[config.mk]
export PLATFORM = sky130hd
export DESIGN_NAME = multi_slot_timeout_table_core
export DESIGN_NICKNAME = d
export VERILOG_FILES = /design/src/rtl/mstt_pkg.sv /design/src/rtl/multi_slot_timeout_table_core.sv /design/src/rtl/mstt_ram.sv
export SDC_FILE = /design/constraint.sdc
export NUM_CORES = 1
export LEC_CHECK = 0
export ABC_CLOCK_PERIOD_IN_PS = 8300
export BUFFER_PORTS_ARGS = -buffer_cell sky130_fd_sc_hd__buf_2
export CORE_MARGIN = 3
export CORE_UTILIZATION = 59
export DETAILED_ROUTE_END_ITERATION = 10
export HOLD_SLACK_MARGIN = 0.1
export PLACE_DENSITY = 0.75
export SLEW_MARGIN = 0
export SYNTH_ARGS = -nofsm -noshare
export SYNTH_HDL_FRONTEND = slang
export SYNTH_SLANG_ARGS = --single-unit
[constraint.sdc]
create_clock -name clk_i -period 8.3 [get_ports clk_i]
set_clock_uncertainty 0.2 [all_clocks]
set_input_delay 1.66 -clock clk_i [delete_from_list [all_inputs] [get_ports clk_i]]
set_output_delay 1.66 -clock clk_i [all_outputs]
set_load 0.05 [all_outputs]
[src/rtl/mstt_pkg.sv]
// ----------------------------------------------------------------------------
// Multi-slot timeout table package
// Request types, mode codes and sequencer states shared by the table's files.
// ----------------------------------------------------------------------------
package mstt_pkg;

  // Request modes carried in the mode field of an input request.
  typedef enum logic [1:0] {
    MODE_TICK   = 2'd0,
    MODE_ARM    = 2'd1,
    MODE_CANCEL = 2'd2,
    MODE_SCAN   = 2'd3
  } mode_e;

  // Sequencer states of the core.
  typedef enum logic [1:0] {
    ST_IDLE,
    ST_SCAN,
    ST_FLUSH
  } state_e;

  // Width of one slot's start time and of its duration.
  localparam int unsigned TimeW = 32;
  localparam int unsigned DurW  = 16;

  // Input request.
  typedef struct packed {
    logic [1:0]  mode;
    logic [3:0]  slot_id;
    logic [15:0] duration;
  } in_req_t;

  // Output request: one expired slot.
  typedef struct packed {
    logic [3:0] expired_slot;
    logic       last;
  } out_req_t;

endpackage

[src/rtl/multi_slot_timeout_table_core.sv]
// Tick, arm and cancel requests leave the core idle and ready for the next request.
// A scan runs through the accepting request, one slot read from the slot RAM per cycle
// while not held, the check of the registered read data and the release of the final result.
// An output stall holds the scan until the result register is free.
// Reset clears the tick count and every slot's armed bit at once; no sweep.
// ----------------------------------------------------------------------------
// Multi-slot timeout table core
// A 32-bit tick count and a RAM of timeout slots; scans report expired slots.
// ----------------------------------------------------------------------------
module multi_slot_timeout_table_core #(
  parameter int unsigned SLOTS = 16
) (
  input  logic               clk_i,
  input  logic               rst_ni,
  input  logic               in_valid_i,
  output logic               in_stall_o,
  input  mstt_pkg::in_req_t  in_req_i,
  output logic               out_valid_o,
  input  logic               out_stall_i,
  output mstt_pkg::out_req_t out_req_o
);

  import mstt_pkg::*;

  localparam int unsigned SW = (SLOTS > 1) ? $clog2(SLOTS) : 1;
  localparam int unsigned CW = $clog2(SLOTS + 1);
  localparam int unsigned EntW = TimeW + DurW;

  state_e state_q, state_d;

  logic [TimeW-1:0] now_q, now_d;
  logic [SLOTS-1:0] wr_vld_q, wr_vld_d;
  logic [CW-1:0]    issue_idx_q, issue_idx_d;
  logic             eval_vld_q, eval_vld_d;
  logic [SW-1:0]    eval_idx_q, eval_idx_d;
  logic             pend_vld_q, pend_vld_d;
  logic [SW-1:0]    pend_idx_q, pend_idx_d;
  logic             out_vld_q, out_vld_d;
  out_req_t         out_q, out_d;

  logic             in_acc;
  logic             id_ok;
  logic [SW-1:0]    id_addr;
  logic             ram_we;
  logic             ram_re;
  logic [EntW-1:0]  ram_rdata;
  logic [TimeW-1:0] ent_start;
  logic [DurW-1:0]  ent_dur;
  logic [TimeW-1:0] elapsed;
  logic             hit;
  logic             out_busy;
  logic             hold;
  logic             issue_done;

  // The input is taken only while no scan is in progress.
  assign in_stall_o = (state_q != ST_IDLE);

  assign in_acc  = in_valid_i && !in_stall_o;
  assign id_ok   = (32'(in_req_i.slot_id) < SLOTS);
  assign id_addr = SW'(in_req_i.slot_id);
  assign ram_we  = in_acc && (in_req_i.mode == MODE_ARM) && id_ok;

  // Slot RAM: start time in the upper bits, duration in the lower bits.
  mstt_ram #(
    .WIDTH(EntW),
    .DEPTH(SLOTS)
  ) u_slot_ram (
    .clk_i  (clk_i),
    .we_i   (ram_we),
    .waddr_i(id_addr),
    .wdata_i({now_q, in_req_i.duration}),
    .re_i   (ram_re),
    .raddr_i(issue_idx_q[SW-1:0]),
    .rdata_o(ram_rdata)
  );

  // Expiry test on the slot read last cycle; an unarmed slot never fires.
  assign ent_start = ram_rdata[EntW-1:DurW];
  assign ent_dur   = ram_rdata[DurW-1:0];
  assign elapsed   = now_q - ent_start;
  assign hit       = eval_vld_q && wr_vld_q[eval_idx_q] && (ent_dur != '0) &&
                     (elapsed > TimeW'(ent_dur));

  // The scan pauses when a found slot must displace a pending one into a full
  // result register.
  assign out_busy   = out_vld_q && out_stall_i;
  assign hold       = hit && pend_vld_q && out_busy;
  assign issue_done = (issue_idx_q == CW'(SLOTS));

  // Next state.
  always_comb begin
    state_d = state_q;
    case (state_q)
      ST_IDLE: begin
        if (in_acc && (in_req_i.mode == MODE_SCAN)) begin
          state_d = ST_SCAN;
        end
      end
      ST_SCAN: begin
        if (!hold && issue_done) begin
          state_d = ST_FLUSH;
        end
      end
      ST_FLUSH: begin
        if (!pend_vld_q || !out_busy) begin
          state_d = ST_IDLE;
        end
      end
      default: state_d = ST_IDLE;
    endcase
  end

  // Datapath control and outputs.
  always_comb begin
    now_d       = now_q;
    wr_vld_d    = wr_vld_q;
    issue_idx_d = issue_idx_q;
    eval_vld_d  = eval_vld_q;
    eval_idx_d  = eval_idx_q;
    pend_vld_d  = pend_vld_q;
    pend_idx_d  = pend_idx_q;
    ram_re      = 1'b0;
    out_vld_d   = out_vld_q && out_stall_i;
    out_d       = out_q;

    case (state_q)
      ST_IDLE: begin
        if (in_acc) begin
          case (in_req_i.mode)
            MODE_TICK: now_d = now_q + 1'b1;
            MODE_ARM: begin
              if (id_ok) begin
                wr_vld_d[id_addr] = 1'b1;
              end
            end
            MODE_CANCEL: begin
              // An unwritten entry reads as disarmed.
              if (id_ok) begin
                wr_vld_d[id_addr] = 1'b0;
              end
            end
            default: begin
              issue_idx_d = '0;
              eval_vld_d  = 1'b0;
              pend_vld_d  = 1'b0;
            end
          endcase
        end
      end
      ST_SCAN: begin
        if (!hold) begin
          // Issue the next slot read.
          if (!issue_done) begin
            ram_re      = 1'b1;
            eval_vld_d  = 1'b1;
            eval_idx_d  = issue_idx_q[SW-1:0];
            issue_idx_d = issue_idx_q + 1'b1;
          end else begin
            eval_vld_d = 1'b0;
          end
          // A new hit releases the pending one, which is then known not last.
          if (hit) begin
            if (pend_vld_q) begin
              out_vld_d          = 1'b1;
              out_d.expired_slot = 4'(pend_idx_q);
              out_d.last         = 1'b0;
            end
            pend_vld_d = 1'b1;
            pend_idx_d = eval_idx_q;
          end
        end
      end
      ST_FLUSH: begin
        // The pending slot is the final one of this scan.
        if (pend_vld_q && !out_busy) begin
          out_vld_d          = 1'b1;
          out_d.expired_slot = 4'(pend_idx_q);
          out_d.last         = 1'b1;
          pend_vld_d         = 1'b0;
        end
      end
      default: begin
        pend_vld_d = 1'b0;
      end
    endcase
  end

  // Control registers.
  always_ff @(posedge clk_i or negedge rst_ni) begin
    if (!rst_ni) begin
      state_q     <= ST_IDLE;
      now_q       <= '0;
      wr_vld_q    <= '0;
      issue_idx_q <= '0;
      eval_vld_q  <= 1'b0;
      pend_vld_q  <= 1'b0;
      out_vld_q   <= 1'b0;
    end else begin
      state_q     <= state_d;
      now_q       <= now_d;
      wr_vld_q    <= wr_vld_d;
      issue_idx_q <= issue_idx_d;
      eval_vld_q  <= eval_vld_d;
      pend_vld_q  <= pend_vld_d;
      out_vld_q   <= out_vld_d;
    end
  end

  // Payload registers.
  always_ff @(posedge clk_i) begin
    eval_idx_q <= eval_idx_d;
    pend_idx_q <= pend_idx_d;
    out_q      <= out_d;
  end

  assign out_valid_o = out_vld_q;
  assign out_req_o   = out_q;

endmodule

[src/rtl/mstt_ram.sv]
// ----------------------------------------------------------------------------
// Generic single-port-write, single-port-read RAM
// One write and one registered read per cycle; read data holds without re_i.
// ----------------------------------------------------------------------------
module mstt_ram #(
  parameter int unsigned WIDTH = 48,
  parameter int unsigned DEPTH = 16
) (
  input  logic                                     clk_i,
  input  logic                                     we_i,
  input  logic [(DEPTH > 1 ? $clog2(DEPTH) : 1)-1:0] waddr_i,
  input  logic [WIDTH-1:0]                         wdata_i,
  input  logic                                     re_i,
  input  logic [(DEPTH > 1 ? $clog2(DEPTH) : 1)-1:0] raddr_i,
  output logic [WIDTH-1:0]                         rdata_o
);

  logic [WIDTH-1:0] mem_q [DEPTH];
  logic [WIDTH-1:0] rdata_q;

  // Storage array write.
  always_ff @(posedge clk_i) begin
    if (we_i) begin
      mem_q[waddr_i] <= wdata_i;
    end
  end

  // Registered read port.
  always_ff @(posedge clk_i) begin
    if (re_i) begin
      rdata_q <= mem_q[raddr_i];
    end
  end

  assign rdata_o = rdata_q;

endmodule

## Word-level counts from Yosys, hierarchy flattened

Memories as Yosys holds them, arrays and structs flattened. A register that Yosys moved wholly into a read port is not among the register bits.
Cells that the tools add are included.

- Memories kept: 1
- RAM bits: 768
- Bits of input ports: 26
- Logic and storage cells: 111
- Bits in registers: 71

Memories:

| name | depth | width | rd ports | clocked after Yosys merged registers in | wr ports | line | text |
|---|---|---|---|---|---|---|---|
| u_slot_ram.mem_q | 16 | 48 | 1 | 1 | 1 | mstt_ram.sv:18 | `logic [WIDTH-1:0] mem_q [DEPTH];` |

- Magnitude comparators: 4
- Bitwise gates (word level): 5
- Reductions and logical operators: 34
- Add/sub/neg operators: 3
- Mux-type cells: 37
- Eq/ne operators: 16

Operators by type and width:

| operator | number |
|---|---|
| $mux 5 | 8 |
| $add 32x1->32 const B | 1 |
| $gt 32x16->1 | 1 |
| $pmux 16 s2 | 1 |
| $sub 32x32->32 | 1 |
| $ne 2x2->1 const B | 10 |
| $pmux 5 s2 | 2 |
| $mux 1 | 17 |
| $and 16x16->16 | 1 |
| $not 16->16 | 1 |
| $or 16x16->16 | 1 |
| $reduce_bool 16->1 | 1 |
| $reduce_and 3->1 | 5 |
| $reduce_and 5->1 | 3 |
| $logic_and 1x1->1 | 12 |
| $lt 4x5->1 const B | 2 |
| $reduce_bool 2->1 | 4 |
| $eq 2x2->1 const B | 3 |
| $mux 2 | 3 |
| $pmux 2 s3 | 1 |
| $add 5x1->5 const B | 1 |
| $eq 5x5->1 const B | 1 |
| $bmux 1 s4 | 1 |
| $demux 1 s4 | 1 |
| other kinds (10) | 17 |

## Longest topological paths before layout

- Word-level depth: 11
- Mapped depth: 23

## Hierarchy

A second synthesis with hierarchy kept.

- Cell total of the unflattened synthesis: 1902
- Area total of the unflattened synthesis: 35970.7 um^2

By module, submodules not included:

| module | cells each | sequential area each (um^2) | times used | area an instance (um^2) |
|---|---|---|---|---|
| mstt_ram | 1242 | 24503.5 | 1 | 30171.4 |
| multi_slot_timeout_table_core | 660 | 1841.8 | 1 | 5799.3 |

## Worst setup path after synthesis

OpenSTA, ideal clock, no wires.

- Kind: register -> register
- From: register now_q[4]
- To: register eval_idx_q[0] (enable)
- Arrival: 6543 ps
- Data required time: 7638 ps
- Cell stages (with the launch flop): 22
- Clock period less this slack: 7205 ps
- Library setup time: 462 ps
- Setup slack: 1095 ps
- Cell sequence: dfrtp_1 ha_1 a21o_1 a31oi_1 and2_1 nor2b_1 o21ai_0 nand2b_1 a21o_1 a21oi_1 xnor2_1 ha_1 nand4_1 or4_1 nor2_1 a21oi_1 a211o_1 a2111o_1 a2111oi_4 nand4_2 and3_4 nor2_1

- Cells in the longest elaborated chain, start to end: 7

Ends and longest elaborated chain:

| item | line | text |
|---|---|---|
| start, declared | multi_slot_timeout_table_core.sv:31 | `logic [TimeW-1:0] now_q, now_d;` |
| start signal, assigned | multi_slot_timeout_table_core.sv:200 | `now_q <= now_d;` |
| $sub 32x32->32 | multi_slot_timeout_table_core.sv:80 | `assign elapsed = now_q - ent_start;` |
| $gt 32x16->1 | multi_slot_timeout_table_core.sv:82 | `(elapsed > TimeW'(ent_dur));` |
| $logic_and 1x1->1 | multi_slot_timeout_table_core.sv:81 | `assign hit = eval_vld_q && wr_vld_q[eval_idx_q] && (ent_dur != '0) &&` |
| $logic_and 1x1->1 (2 in series) | multi_slot_timeout_table_core.sv:87 | `assign hold = hit && pend_vld_q && out_busy;` |
| $not 1->1 (no line) | n/a |  |
| $reduce_and 3->1 (no line) | n/a |  |
| end signal, assigned | multi_slot_timeout_table_core.sv:211 | `eval_idx_q <= eval_idx_d;` |
| end, declared | multi_slot_timeout_table_core.sv:35 | `logic [SW-1:0] eval_idx_q, eval_idx_d;` |

Every way passes these cells.
A chain may end at the register's enable or synchronous reset.

## Worst setup path after layout

- From: register now_q[0]
- To: register u_slot_ram.rdata_q[25], in the netlist u_slot_ram.rdata_o[25], read port of u_slot_ram.mem_q (enable)

- Cells in the longest elaborated chain, start to end: 7

Ends and longest elaborated chain:

| item | line | text |
|---|---|---|
| $sub 32x32->32 | multi_slot_timeout_table_core.sv:80 |  |
| $gt 32x16->1 | multi_slot_timeout_table_core.sv:82 |  |
| $logic_and 1x1->1 | multi_slot_timeout_table_core.sv:81 |  |
| $logic_and 1x1->1 (2 in series) | multi_slot_timeout_table_core.sv:87 |  |
| $mux 1 | multi_slot_timeout_table_core.sv:151 | `if (!hold) begin` |
| $mux 1 | multi_slot_timeout_table_core.sv:126 | `case (state_q)` |
| named net ram_re | multi_slot_timeout_table_core.sv:45 | `logic ram_re;` |
| end, declared | mstt_ram.sv:19 | `logic [WIDTH-1:0] rdata_q;` |

The timed path passes the listed nets, and every way through them passes these cells.

==> results_dict.tcl <==
set metrics [dict create \
    place_ws_ns 1.84 \
    setup_violations 0 \
    cts_sinks 887 \
    switching_share 0.254 \
    outcome "finished clean" \
    netlist_instances 1804 \
    drt-vias-per-instance 6.62 \
    mostFrequentLayoutCells "edfxtp_1 (829), mux4_2 (245), clkbuf_16 (89), nand2_1 (70), inv_1 (63)" \
    tns_ns 0 \
    worst-setup-path-type "reg -> reg" \
    worstPathCellList "inv_1 > ha_1 > fa_1 > nor2b_4 > o2111ai_2 > a211oi_1 > nor2_1 > xnor2_1 > ha_1 > nand4_1 > or4_1 > nor2_1 > a21oi_1 > a211o_1 > a2111o_1 > a2111oi_4 > nand4_2 > and3_4 > nor2_4 > buf_4" \
    grt_antenna_before_repair 1 \
    fillers 3791 \
    cp_top_family "simple AND/OR/NAND/NOR gates" \
    start_util 0.597 \
    cts_root_buffer "clkbuf_16" \
    cts_made_buffers 86 \
    syn2layout_area_growth_pct 11.3 \
    synth_area_um2 36100 \
    syn_nets 1889 \
    required_ns 8.36 \
    grt_pass1_vias 18500 \
    p_sw_w 0.00281 \
    grt_max_degree 102 \
    cts_tree "done" \
    critPathCaptureType "register" \
    gp_congestion 0.896 \
    postCtsSetupBuffers 0 \
    cts_resized 0 \
    seqPwrFrac 0.480 \
    p_int_w 0.00825 \
    drive_gt1_frac 0.239 \
    min_period_ns 6.52 \
    drt_pass1_iterations 5 \
    io_buffers 32 \
    totalWireLength_um 79800 \
    drc_errors 0 \
    leakagePower_nw 12.0 \
    clockBufferDepth 3 \
    peakVddDrop_v 0.000280 \
    drt-initial-drc-count 1907 \
    ys_ff_latch 887 \
    post-route-period-util 0.786 \
    cts_hold_buf 0 \
    cap_viol_max_count 0 \
    total_power_w 0.0111 \
    p_clk_frac 0.358 \
    setup_ws_ns 1.78 \
    placementRows 90 \
    mostFrequentLayoutCell "edfxtp_1" \
    wl_per_cell_um 29.3 \
    path_clk_slew_ns 0.06 \
    final_core_util 0.664 \
    cpPeakStageDelay_ns 0.73 \
    p_per_area_nw_per_um2 275 \
    fmax_mhz 153 \
    die_w_um 253 \
    yosysWarnings 0 \
    drt.antenna.violating_nets 0 \
    hold_class "reg -> reg" \
    crit_path_start_kind "register" \
    die-area_um2 64200 \
    power_frac_comb 0.162 \
    synth_flop_cell "edfxtp_1" \
    place_hpwl_um 40400 \
    nNetsFinal 1960 \
    num_vias 18100 \
    hold_viol_final 0 \
    slew_headroom 0.250 \
    yosysUniqueCellTypes 75 \
    grt_pass1_wl_um 120000 \
    clk-insertion-delay-late_ns 0.65 \
    async_reset_ff_frac 0.0654 \
    slew_violations 0 \
    worstPathArrival_ns 6.58 \
    crit_slowest_cell "dfrtp_1" \
    fp.dieH_um 253 \
    io_pins 33 \
    syn_avg_cell_area_um2 20.0 \
    tightest_slew_ns 1.12 \
    overflow 0 \
    synth-edff-count 829 \
    h-tree-depth 3 \
    yosysSeqAreaShare 0.730 \
    timing.hold.ws_ns 0.220 \
    core-area_um2 60500 \
    rsz0062_at_grt "no" \
    path_max_fanout 52 \
    antennaDiodeCount 0 \
    path_buf_inv 2 \
    track_usage 0.257 \
]
-- cell usage after synthesis (8+ instances only) --
| cell type | n | area, um^2 |
|---|---|---|
| dfrtp_1 | 58 | 1450 |
| clkbuf_1 | 56 | 210 |
| edfxtp_1 | 829 | 24900 |
| ha_1 | 58 | 726 |
| buf_1 | 12 | 45.0 |
| inv_1 | 63 | 236 |
| o21a_1 | 10 | 75.1 |
| nand3_1 | 26 | 130 |
| mux4_2 | 245 | 5520 |
| xnor2_1 | 39 | 342 |
| a21oi_1 | 40 | 200 |
| and3_1 | 14 | 87.6 |
| o31ai_1 | 18 | 135 |
| nor3_1 | 12 | 60.1 |
| nor2b_1 | 8 | 50.1 |
| nor2_1 | 52 | 195 |
| o21ai_0 | 36 | 180 |
| nand4_1 | 19 | 119 |
| a21o_1 | 10 | 75.1 |
| xor2_1 | 12 | 105 |
| nand2_1 | 70 | 263 |
-- kinds of logic after synthesis --
kind of cell | after synthesis | share of synthesized area
DFF | 887 | 0.730
muxes | 250 | 0.154
and+or+nand+nor | 244 | 0.0344
AOI/OAI and AO/OA | 175 | 0.0332
buffers and inverters | 138 | 0.0151
adders and majority gates | 59 | 0.0207
xor gates and xnor gates | 51 | 0.0124
-- final timing paths --
check / startpoint / end / slack (ns) / depth (start not counted)
max: now_q[0] / u_slot_ram.rdata_o[25] / 1.78 / 20
min: pend_idx_q[1] / out_req_o[2] / 0.22 / 0
max reg2reg: now_q[0] / u_slot_ram.rdata_o[25] / 1.78 / 20
min reg2reg: pend_idx_q[1] / out_req_o[2] / 0.22 / 0
max in group asynchronous: rst_ni / issue_idx_q[2] / 6.18 / 2
min in group asynchronous: rst_ni / now_q[16] / 1.03 / 2
-- worst register-to-register path: stages, from the launching register on --
cell	delay, ns
dfrtp_1	0.73
inv_1	0.18
ha_1	0.28
fa_1	0.44
nor2b_4	0.16
o2111ai_2	0.19
a211oi_1	0.37
nor2_1	0.14
xnor2_1	0.15
ha_1	0.28
nand4_1	0.15
or4_1	0.53
nor2_1	0.15
a21oi_1	0.06
a211o_1	0.27
a2111o_1	0.33
a2111oi_4	0.25
nand4_2	0.27
and3_4	0.29
nor2_4	0.07
buf_4	0.59
-- power groups by stage --
stage,Sequential [W],Combinational (W),Clock (W)
after global routing,0.00534,0.00194,0.00419
after CTS,0.00532,0.00182,0.00402
after floorplan,0.00526,0.00142,0
after global placement,0.00540,0.00178,0
final,0.00531,0.00179,0.00396
after detailed placement,0.00541,0.00182,0
-- metrics by stage --
stage,instance area [um^2],cells
finish,40200,2729
global route,40200,2729
floorplan,36100,1804
CTS,40200,2729
global placement,37300,2569
detailed placement,37300,2569
-- flip-flops by register name (all words and copies together), names as in the netlist, named ones only --
| signal | flops |
|---|---|
| eval_idx_q | 4 |
| eval_vld_q | 1 |
| issue_idx_q | 5 |
| now_q | 32 |
| out_req_o | 5 |
| out_valid_o | 1 |
| pend_idx_q | 4 |
| pend_vld_q | 1 |
| state_q | 2 |
| u_slot_ram.mem_q | 768 |
| u_slot_ram.rdata_o | 48 |
-- cell type report --
class | instances | area, um^2 | area share
Sequential cell | 887 | 26400 | 0.656
Multi-Input combinational cell | 779 | 9330 | 0.232
Clock buffer | 120 | 2400 | 0.0599
Tap cell | 782 | 978 | 0.0244
Clock inverter | 40 | 484 | 0.0121
Timing Repair Buffer | 58 | 368 | 0.00916
Inverter | 63 | 236 | 0.00589
-- per-layer routing --
layer  wire, um  up-vias  part of all wire  GRT usage
met2      39700      769              0.50      0.416
met4       1950        2             0.024     0.0783
met1      32600     9558              0.41      0.370
met3       5490      170             0.069     0.0404
met5         11        -           0.00014          0
li1           -     7561                 -          -
Note: power is estimated with default switching activity, not from simulation.
